`config.mk`:
```
export PLATFORM = sky130hd
export DESIGN_NAME = firmware_byte_scrambler_flat
export DESIGN_NICKNAME = d
export VERILOG_FILES = /design/src/hw/rtl/fbs_pkg.sv /design/src/hw/rtl/fbs_if.sv /design/src/hw/rtl/fbs_front.sv /design/src/hw/rtl/fbs_queue.sv /design/src/hw/rtl/fbs_back.sv /design/src/hw/rtl/firmware_byte_scrambler.sv /design/src/flat_wrapper.sv
export SDC_FILE = /design/constraint.sdc
export NUM_CORES = 1
export LEC_CHECK = 0
export ABC_CLOCK_PERIOD_IN_PS = 10400
export BUFFER_PORTS_ARGS = -buffer_cell sky130_fd_sc_hd__buf_2
export CAP_MARGIN = 20
export CORE_MARGIN = 10
export CORE_UTILIZATION = 40
export CTS_BUF_LIST = sky130_fd_sc_hd__clkbuf_8
export DETAILED_ROUTE_END_ITERATION = 10
export GPL_TIMING_DRIVEN = 0
export PLACE_DENSITY = 0.66
export SLEW_MARGIN = 20
export SYNTH_ARGS = -nofsm -noshare
export SYNTH_HDL_FRONTEND = slang
export SYNTH_HIERARCHICAL = 1
export SYNTH_SLANG_ARGS = --single-unit
```
`constraint.sdc`:
```
create_clock -name clk -period 10.4 [get_ports clk]
set_clock_uncertainty 0.05 [all_clocks]
set_input_delay 2.08 -clock clk [delete_from_list [all_inputs] [get_ports clk]]
set_output_delay 2.08 -clock clk [all_outputs]
set_load 0.03 [all_outputs]
```
`src/hw/rtl/fbs_pkg.sv`:
```
`default_nettype none
package fbs_pkg;

  localparam int FRAME_LENGTH = 263;
  localparam int GAP_COUNT    = 7;
  localparam int KEY_LEN      = 19;
  localparam int RUN_WRAP     = 20;
  localparam int RUN_START    = 2;
  localparam int QUEUE_DEPTH  = 2;

  localparam logic [7:0] FILLER_BYTE = 8'h11;

  // register indexes on the configuration port
  localparam logic REG_KEY_EVEN = 1'b0;
  localparam logic REG_KEY_ODD  = 1'b1;

  typedef struct packed {
    logic [8:0] gap_pos;
    logic [2:0] gap_idx;
    logic       ins_done;
    logic [4:0] key_idx;
    logic [4:0] run_len;
    logic [8:0] frame_pos;
  } fbs_ctr_t;

  localparam fbs_ctr_t CTR_RESET = '{
    gap_pos:   9'd0,
    gap_idx:   3'd0,
    ins_done:  1'b0,
    key_idx:   5'd0,
    run_len:   5'(RUN_START),
    frame_pos: 9'd0
  };

  // one classified item handed from front to back
  typedef struct packed {
    logic       has_filler;
    logic [7:0] filler_byte;
    logic [7:0] data_byte;
  } fbs_entry_t;

  function automatic logic [8:0] fbs_gap(input logic [2:0] idx);
    logic [8:0] g;
    case (idx)
      3'd0:    g = 9'd0;
      3'd1:    g = 9'd4;
      3'd2:    g = 9'd8;
      3'd3:    g = 9'd24;
      3'd4:    g = 9'd80;
      3'd5:    g = 9'd60;
      3'd6:    g = 9'd44;
      default: g = 9'd0;
    endcase
    return g;
  endfunction

  function automatic logic [7:0] fbs_seed(input logic [4:0] p);
    logic [7:0] s;
    case (p)
      5'd0:    s = 8'h13;
      5'd1:    s = 8'h60;
      5'd2:    s = 8'h86;
      5'd3:    s = 8'h9e;
      5'd4:    s = 8'hbf;
      5'd5:    s = 8'hde;
      5'd6:    s = 8'h11;
      5'd7:    s = 8'he5;
      5'd8:    s = 8'h9e;
      5'd9:    s = 8'he4;
      5'd10:   s = 8'hb8;
      5'd11:   s = 8'he8;
      5'd12:   s = 8'h56;
      5'd13:   s = 8'h2b;
      5'd14:   s = 8'h84;
      5'd15:   s = 8'hb4;
      5'd16:   s = 8'h16;
      5'd17:   s = 8'h18;
      5'd18:   s = 8'hf0;
      default: s = 8'h13;
    endcase
    return s;
  endfunction

  function automatic logic [7:0] fbs_key(input logic [4:0] p, input logic [7:0] key_even,
                                         input logic [7:0] key_odd);
    return fbs_seed(p) ^ (p[0] ? key_odd : key_even);
  endfunction

  // advance keystream and frame counters by one output slot
  function automatic fbs_ctr_t fbs_advance(input fbs_ctr_t c);
    fbs_ctr_t n;
    n = c;
    n.key_idx = c.key_idx + 5'd1;
    if (n.key_idx >= c.run_len) begin
      n.key_idx = 5'd0;
      n.run_len = c.run_len + 5'd1;
      if (n.run_len >= 5'(RUN_WRAP)) begin
        n.run_len = 5'(RUN_START);
      end
    end
    n.frame_pos = c.frame_pos + 9'd1;
    if (n.frame_pos == 9'(FRAME_LENGTH)) begin
      n.frame_pos = 9'd0;
      n.gap_pos   = 9'd0;
      n.ins_done  = 1'b0;
    end else begin
      n.gap_pos = c.gap_pos + 9'd1;
    end
    return n;
  endfunction

endpackage
`default_nettype wire

```
`src/hw/rtl/fbs_if.sv`:
```
`default_nettype none
interface fbs_in_if;
  logic       valid;
  logic       ready;
  logic [7:0] data_byte;
  logic       start_of_image;

  modport source (output valid, output data_byte, output start_of_image, input ready);
  modport sink (input valid, input data_byte, input start_of_image, output ready);
endinterface

interface fbs_out_if;
  logic       valid;
  logic       ready;
  logic [7:0] out_byte;
  logic       is_filler;
  logic       last;

  modport source (output valid, output out_byte, output is_filler, output last, input ready);
  modport sink (input valid, input out_byte, input is_filler, input last, output ready);
endinterface
`default_nettype wire

```
`src/hw/rtl/fbs_front.sv`:
```
`default_nettype none
module fbs_front
  import fbs_pkg::*;
(
  input  wire logic       clk,
  input  wire logic       rst_n,
  fbs_in_if.sink          in_ch,
  input  wire logic [7:0] key_even,
  input  wire logic [7:0] key_odd,
  input  wire logic       push_ready,
  output logic            push_valid,
  output fbs_entry_t      push_entry
);

  fbs_ctr_t ctr_r, ctr_nxt;
  fbs_ctr_t c0, c1, c2;
  logic     filler;

  always_comb begin
    c0 = in_ch.start_of_image ? CTR_RESET : ctr_r;
    if (c0.gap_idx >= 3'(GAP_COUNT)) begin
      c0.gap_idx = 3'd0;
    end
    filler = !c0.ins_done && (c0.gap_pos == fbs_gap(c0.gap_idx));

    c1 = c0;
    if (filler) begin
      c1.gap_idx = c0.gap_idx + 3'd1;
      if (c1.gap_idx >= 3'(GAP_COUNT)) begin
        c1.gap_idx  = 3'd0;
        c1.ins_done = 1'b1;
      end
      c1.gap_pos = 9'd0;
    end

    c2 = filler ? fbs_advance(c1) : c1;
    ctr_nxt = fbs_advance(c2);

    push_entry.has_filler  = filler;
    push_entry.filler_byte = FILLER_BYTE ^ fbs_key(c1.key_idx, key_even, key_odd);
    push_entry.data_byte   = in_ch.data_byte ^ fbs_key(c2.key_idx, key_even, key_odd);
  end

  assign in_ch.ready = push_ready;
  assign push_valid  = in_ch.valid;

  always_ff @(posedge clk) begin
    if (!rst_n) begin
      ctr_r <= CTR_RESET;
    end else if (in_ch.valid && push_ready) begin
      ctr_r <= ctr_nxt;
    end
  end

endmodule
`default_nettype wire

```
`src/hw/rtl/fbs_queue.sv`:
```
`default_nettype none
module fbs_queue
  import fbs_pkg::*;
(
  input  wire logic clk,
  input  wire logic rst_n,
  input  wire logic push_valid,
  output logic      push_ready,
  input  wire fbs_entry_t push_entry,
  output logic      head_valid,
  output fbs_entry_t head_entry,
  input  wire logic pop
);

  localparam int PW = $clog2(QUEUE_DEPTH);

  fbs_entry_t      mem_r [QUEUE_DEPTH];
  logic [PW-1:0]   wr_ptr_r, rd_ptr_r;
  logic [PW:0]     count_r, count_nxt;
  logic            do_push, do_pop;

  assign push_ready = (count_r != (PW+1)'(QUEUE_DEPTH));
  assign head_valid = (count_r != '0);
  assign head_entry = mem_r[rd_ptr_r];
  assign do_push    = push_valid && push_ready;
  assign do_pop     = pop && head_valid;

  always_comb begin
    count_nxt = count_r;
    if (do_push && !do_pop) begin
      count_nxt = count_r + 1'b1;
    end else if (do_pop && !do_push) begin
      count_nxt = count_r - 1'b1;
    end
  end

  always_ff @(posedge clk) begin
    if (!rst_n) begin
      wr_ptr_r <= '0;
      rd_ptr_r <= '0;
      count_r  <= '0;
    end else begin
      count_r <= count_nxt;
      if (do_push) begin
        wr_ptr_r <= (wr_ptr_r == PW'(QUEUE_DEPTH - 1)) ? '0 : wr_ptr_r + 1'b1;
      end
      if (do_pop) begin
        rd_ptr_r <= (rd_ptr_r == PW'(QUEUE_DEPTH - 1)) ? '0 : rd_ptr_r + 1'b1;
      end
    end
  end

  always_ff @(posedge clk) begin
    if (do_push) begin
      mem_r[wr_ptr_r] <= push_entry;
    end
  end

endmodule
`default_nettype wire

```
`src/hw/rtl/fbs_back.sv`:
```
`default_nettype none
module fbs_back
  import fbs_pkg::*;
(
  input  wire logic  clk,
  input  wire logic  rst_n,
  input  wire logic  head_valid,
  input  wire fbs_entry_t head_entry,
  output logic       pop,
  fbs_out_if.source  out_ch
);

  logic       out_valid_r;
  logic [7:0] out_byte_r;
  logic       is_filler_r;
  logic       last_r;
  logic       phase_r, phase_nxt;
  logic       load, send_filler;

  assign load        = (!out_valid_r || out_ch.ready) && head_valid;
  assign send_filler = head_entry.has_filler && !phase_r;
  assign pop         = load && !send_filler;

  always_comb begin
    phase_nxt = phase_r;
    if (load) begin
      phase_nxt = send_filler;
    end
  end

  always_ff @(posedge clk) begin
    if (!rst_n) begin
      out_valid_r <= 1'b0;
      phase_r     <= 1'b0;
    end else begin
      phase_r <= phase_nxt;
      if (load) begin
        out_valid_r <= 1'b1;
      end else if (out_ch.ready) begin
        out_valid_r <= 1'b0;
      end
    end
  end

  // register the next output byte; the filler's entry stays at the head until its data byte goes out
  always_ff @(posedge clk) begin
    if (load) begin
      out_byte_r  <= send_filler ? head_entry.filler_byte : head_entry.data_byte;
      is_filler_r <= send_filler;
      last_r      <= !send_filler;
    end
  end

  assign out_ch.valid     = out_valid_r;
  assign out_ch.out_byte  = out_byte_r;
  assign out_ch.is_filler = is_filler_r;
  assign out_ch.last      = last_r;

`ifndef SYNTHESIS
  a_filler_xor_last: assert property (@(posedge clk) disable iff (!rst_n)
    out_valid_r |-> (is_filler_r != last_r))
    else $error("filler and last flags disagree");

  a_data_after_filler: assert property (@(posedge clk) disable iff (!rst_n)
    (out_valid_r && out_ch.ready && is_filler_r) |=> (out_valid_r && last_r))
    else $error("data byte did not follow its filler");

  a_phase_has_head: assert property (@(posedge clk) disable iff (!rst_n)
    phase_r |-> (head_valid && head_entry.has_filler))
    else $error("filler phase without a filler entry at the head");
`endif

endmodule
`default_nettype wire

```
`src/hw/rtl/firmware_byte_scrambler.sv`:
```
`default_nettype none
// Firmware byte scrambler. Takes one image byte per transfer and returns one or two
// scrambled bytes: an optional 0x11 filler (is_filler set) followed by the data byte
// (last set), each XORed with the keystream built from key_even and key_odd. The front
// end classifies and scrambles each byte in the cycle it is accepted, so inputs are taken
// one per cycle while the queue has room; a byte that carries a filler yields two output
// bytes and the two-entry queue between front and back then back-pressures the input.
// Results pass the queue and an output register. Write key_even (address 0) and key_odd
// (address 4) only while the stream is idle.
module firmware_byte_scrambler
  import fbs_pkg::*;
(
  input  wire logic        clk,
  input  wire logic        rst_n,
  fbs_in_if.sink           in_ch,
  fbs_out_if.source        out_ch,
  input  wire logic        psel,
  input  wire logic        penable,
  input  wire logic        pwrite,
  input  wire logic [2:0]  paddr,
  input  wire logic [31:0] pwdata,
  output logic      [31:0] prdata,
  output logic             pready
);

  logic [7:0] key_even_r, key_odd_r;
  logic       push_valid, push_ready, head_valid, pop;
  fbs_entry_t push_entry, head_entry;
  logic       cfg_wr;

  assign pready = 1'b1;
  assign cfg_wr = psel && penable && pwrite && pready;

  always_ff @(posedge clk) begin
    if (!rst_n) begin
      key_even_r <= '0;
      key_odd_r  <= '0;
    end else if (cfg_wr) begin
      case (paddr[2])
        REG_KEY_EVEN: key_even_r <= pwdata[7:0];
        REG_KEY_ODD:  key_odd_r  <= pwdata[7:0];
        default:      ;
      endcase
    end
  end

  always_comb begin
    case (paddr[2])
      REG_KEY_EVEN: prdata = {24'd0, key_even_r};
      REG_KEY_ODD:  prdata = {24'd0, key_odd_r};
      default:      prdata = '0;
    endcase
  end

  fbs_front u_front (
    .clk        (clk),
    .rst_n      (rst_n),
    .in_ch      (in_ch),
    .key_even   (key_even_r),
    .key_odd    (key_odd_r),
    .push_ready (push_ready),
    .push_valid (push_valid),
    .push_entry (push_entry)
  );

  fbs_queue u_queue (
    .clk        (clk),
    .rst_n      (rst_n),
    .push_valid (push_valid),
    .push_ready (push_ready),
    .push_entry (push_entry),
    .head_valid (head_valid),
    .head_entry (head_entry),
    .pop        (pop)
  );

  fbs_back u_back (
    .clk        (clk),
    .rst_n      (rst_n),
    .head_valid (head_valid),
    .head_entry (head_entry),
    .pop        (pop),
    .out_ch     (out_ch)
  );

endmodule
`default_nettype wire

```
`src/flat_wrapper.sv`:
```
// flat-port wrapper written by rule: the top's interface ports become plain ports
module firmware_byte_scrambler_flat import fbs_pkg::*;
  (clk, rst_n, psel, penable, pwrite, paddr, pwdata, prdata, pready, in_ch_valid, in_ch_data_byte, in_ch_start_of_image, in_ch_ready, out_ch_valid, out_ch_out_byte, out_ch_is_filler, out_ch_last, out_ch_ready);
  fbs_in_if in_ch_i ();
  fbs_out_if out_ch_i ();
  input  wire logic clk;
  input  wire logic rst_n;
  input  wire logic psel;
  input  wire logic penable;
  input  wire logic pwrite;
  input  wire logic [2:0] paddr;
  input  wire logic [31:0] pwdata;
  output logic      [31:0] prdata;
  output logic pready;
  input wire logic [$bits(in_ch_i.valid)-1:0] in_ch_valid;
  input wire logic [$bits(in_ch_i.data_byte)-1:0] in_ch_data_byte;
  input wire logic [$bits(in_ch_i.start_of_image)-1:0] in_ch_start_of_image;
  output wire logic [$bits(in_ch_i.ready)-1:0] in_ch_ready;
  output wire logic [$bits(out_ch_i.valid)-1:0] out_ch_valid;
  output wire logic [$bits(out_ch_i.out_byte)-1:0] out_ch_out_byte;
  output wire logic [$bits(out_ch_i.is_filler)-1:0] out_ch_is_filler;
  output wire logic [$bits(out_ch_i.last)-1:0] out_ch_last;
  input wire logic [$bits(out_ch_i.ready)-1:0] out_ch_ready;
  assign in_ch_i.valid = in_ch_valid;
  assign in_ch_i.data_byte = in_ch_data_byte;
  assign in_ch_i.start_of_image = in_ch_start_of_image;
  assign in_ch_ready = in_ch_i.ready;
  assign out_ch_valid = out_ch_i.valid;
  assign out_ch_out_byte = out_ch_i.out_byte;
  assign out_ch_is_filler = out_ch_i.is_filler;
  assign out_ch_last = out_ch_i.last;
  assign out_ch_i.ready = out_ch_ready;
  firmware_byte_scrambler u_core (.clk(clk), .rst_n(rst_n), .in_ch(in_ch_i), .out_ch(out_ch_i), .psel(psel), .penable(penable), .pwrite(pwrite), .paddr(paddr), .pwdata(pwdata), .prdata(prdata), .pready(pready));
endmodule
```
==> Flow_metrics.wiki <==
{| class="wikitable"
! Metric !! Value
|-
| Status || finished, final reports clean
|-
| Residual overflow from global routing || 0
|-
| WS Path Type || input port to register
|-
| Cell family with the largest share of critical-path delay || buffers and inverters
|-
| Power density normalized to cell area || 220 nW/um^2
|-
| Most repeated cell in the gate-level netlist after synthesis || nand2_1
|-
| Worst slack on hold paths || 0.431 ns
|-
| Post-CTS Setup Inserts || 0
|-
| Number of standard-cell rows in the floorplan || 50
|-
| DRC viols || 0
|-
| Number of gates resized after cts || 0
|-
| Post-detailed-route wirelength per cell || 16.0 um
|-
| Capture endpoint of the worst hold path || u_core/u_front/ctr_r[8]
|-
| Largest cells by area after synthesis || edfxtp_1 17%, dfxtp_1 14%, ha_1 6.7%, mux2i_1 4.8%, nand2_1 4.4%
|-
| Via-per-instance ratio || 5.38
|-
| Aggregate routed wire length || approximately 20000 um
|-
| Sequential share of the synthesized area || a little under a third
|-
| Htree depth || 3
|-
| Post-synth top area share || 17.2%
|-
| Post-place instance area || 8310 um^2
|-
| Ratio of cells with drive above 1 in the final layout || 17.7%
|-
| Sink Count || 99
|-
| Highest ir drop seen on vdd || 0.134 mV
|-
| Crit-path max FO || 14
|-
| Cell count after synthesis || between 800 and 900
|-
| Count of unique library cells instantiated by Yosys || 82
|-
| Leading register cell type out of synthesis || dfxtp_1
|-
| Final Setup Violations || 0
|-
| Area growth from synthesis to layout || 10.8%
|-
| CTS tree || yes
|-
| X dimension of the die || 159 um
|-
| Reg2reg path depth || 25
|-
| DP Wirelength || between 10000 and 15000 um
|-
| Post-route cell area || roughly 8500 um^2
|-
| Highest metal layer with signal wires || met4
|-
| Violation count after the first detailed-routing iteration || 726
|-
| Startpoint of the lowest-slack register-to-register path || u_core/u_front/ctr_r[22]
|-
| Detailed-routed wire length on met2 || 9250 um
|-
| CTS Hold Buffers Added || 0
|-
| Depth of the worst hold-timing path || 2
|-
| Routed length on met3 || 1170 um
|-
| Critical path's slowest cell || clkbuf_1
|-
| Last weighted congestion value of the routability-driven placer || 0.900
|-
| CTS Root Buffer Type || clkbuf_8
|-
| CTS Buf Count || 9
|-
| Register-to-register setup slack || approximately 3.7 ns
|-
| First drt pass iteration count || 5
|-
| Final worst path period need || 9.25 ns
|-
| Least-Margin Pin Slew || a little over 0.9 ns
|-
| Wire length of the first global-routing pass || around 32000 um
|-
| Ant. Diodes || 0
|-
| Setup repair after global routing missed its margin || no
|-
| Leakage component of the power || 3.41 nW
|-
| Avg Inst Size Synth || between 8 and 9 um^2
|-
| Number of enable-type register cells in the synthesized netlist || 44
|-
| CP arrival || 9.44 ns
|-
| Clock latency reported for the late side of the worst-skew pair || roughly 0.38 ns
|-
| Post-layout nets || roughly 1.1k
|-
| Clock buffer depth || 2
|-
| Element type at the critical path start || input port
|-
| Startpoint of the most critical hold path || u_core/u_front/ctr_r[8]
|-
| Die H || 159 um
|-
| Max-capacitance violation count || 0
|-
| Residual antenna-violating net count after detailed routing || 0
|-
| Total negative slack || 0 ns
|-
| Antenna violations before repair || 0
|-
| GRT Resource Usage Total || 15.7%
|-
| Cell seen most often among critical-path stages || clkbuf_1
|-
| Vias in the first global route || 6136
|-
| Met1 layer wirelength in the final routing || 9050 um
|-
| Via count || 6642
|-
| Number of warning messages in the yosys log || 6
|-
| Clock transition at path regs || 0.10 ns
|-
| Cell taking the most area after synthesis || edfxtp_1
|-
| I/O pin total || 96
|-
| Design Power || 1.88 mW
|-
| Flops & latches, synth || 99
|-
| Number of placed cells counting well taps || between 1k and 1.5k
|-
| Maximum clock rate || 108 MHz
|-
| Placeable core region || between 15000 and 20000 um^2
|-
| Worst r2r dst || u_core/u_front/ctr_r[12]
|-
| Slew HR || 39.1%
|-
| Starting density of the core || between 40% and 50%
|-
| CP Data Required Time || 10.59 ns
|-
| Largest net degree at the start of global routing || 22
|-
| Path type of the worst min-delay path || register to register
|-
| Die ar. || 25200 um^2
|-
| Count of pins over their slew limit || 0
|-
| Crit end category || register
|-
| Total of buffers placed on input and output ports || 43
|-
| Buffering stage count on the worst path with inverters included || 11
|-
| Top cell types by occurrence after synthesis || 91 x nand2_1, 56 x nor2_1, 55 x dfxtp_1
|-
| Final Cycle Share || 89.0%
|-
| Fraction of registers with async set/reset || 0%
|-
| Delay of the slowest critical-path stage || 0.75 ns
|-
| Post-synthesis instance area || 7680 um^2
|-
| Non-Filler Instances || approximately 1.2k
|-
| Final Hold Fails || 0
|}
-- worst min-delay path, stage by stage, from the launching register on --
cell and delay (ns):
dfxtp_1 0.34, nand2_1 0.06, a21oi_1 0.05
-- per-stage QoR --
step | util, % | setup WS, ns
after global routing | 45.2 | 0.620
after CTS | 45.2 | 1.26
final | 45.2 | 1.15
after floorplan | - | 2.77
after global placement | 44.1 | 0.869
after detailed placement | 44.1 | 0.891
-- kinds of logic after synthesis --
family / synth area share (%)
muxes: 8.63
buffers and inverters: 8.35
and+or+nand+nor: 22.4
other: 0.0977
AOI/OAI and AO/OA: 17.3
xor gates and xnor gates: 5.01
adders and majority gates: 6.68
DFF: 31.5
-- per-layer routing --
layer / GRT usage [%] / vias up
met2: 25.2 / 203
met5: 0 / -
li1: - / 3314
met1: 21.3 / 3100
met3: 2.67 / 25
met4: 4.41 / 0
-- cell usage in the layout (no fill, tap or decap), drive strengths merged, types with 12 or more instances in the layout --
cell type	instances
nand2	108
buf	89
nor2	57
dfxtp	55
a21oi	50
clkbuf	47
o21ai	46
edfxtp	44
ha	41
mux2i	37
inv	37
nand3	30
xnor2	27
mux2	26
conb	25
nor3	22
xor2	17
and2	17
a211oi	17
a31oi	16
nor2b	14
nand2b	14
nand4	12
-- flip-flops by register name (all words and copies together), names as in the netlist, named ones only --
| name | count |
|---|---|
| u_core/u_queue/mem_r | 34 |
| u_core/u_front/ctr_r | 32 |
| u_core/key_even_r | 8 |
| u_core/key_odd_r | 8 |
| u_core/u_back/out_ch.out_byte | 8 |
| u_core/u_queue/count_r | 2 |
| u_core/u_back/out_ch.is_filler | 1 |
| u_core/u_back/out_ch.last | 1 |
| u_core/u_back/out_ch.valid | 1 |
| u_core/u_back/phase_r | 1 |
| u_core/u_queue/rd_ptr_r | 1 |
| u_core/u_queue/wr_ptr_r | 1 |
-- report_power, final --
part	switching, mW	total (mW)	internal [mW]	leakage [nW]
registers	0.0341	0.571	0.537	0.861
logic	0.658	1.05	0.390	2.45
clock network	0.161	0.258	0.0971	0.104
-- worst max path at each step --
| stage | start | to | slack (ns) | depth (start not counted) |
|---|---|---|---|---|
| floorplan | in_ch_start_of_image | u_core/u_front/ctr_r[13] | 2.77 | 29 |
| global placement | in_ch_start_of_image | u_core/u_front/ctr_r[12] | 0.87 | 30 |
| detailed placement | in_ch_start_of_image | u_core/u_front/ctr_r[12] | 0.89 | 30 |
| CTS | in_ch_start_of_image | u_core/u_front/ctr_r[12] | 1.26 | 30 |
| global route | in_ch_start_of_image | u_core/u_front/ctr_r[12] | 0.62 | 30 |
| finish | in_ch_start_of_image | u_core/u_front/ctr_r[12] | 1.15 | 30 |
-- layout make-up --
class,instances,area [um^2]
plain buffers,84,514
inverters,32,128
fillers,1816,10300
clock buffers,9,124
clock inverters,7,81.3
repair buffers,43,215
multi-input cells,700,4710
well taps,260,325
flip-flops and latches,99,2420
Note: power is estimated with default switching activity, not from simulation.
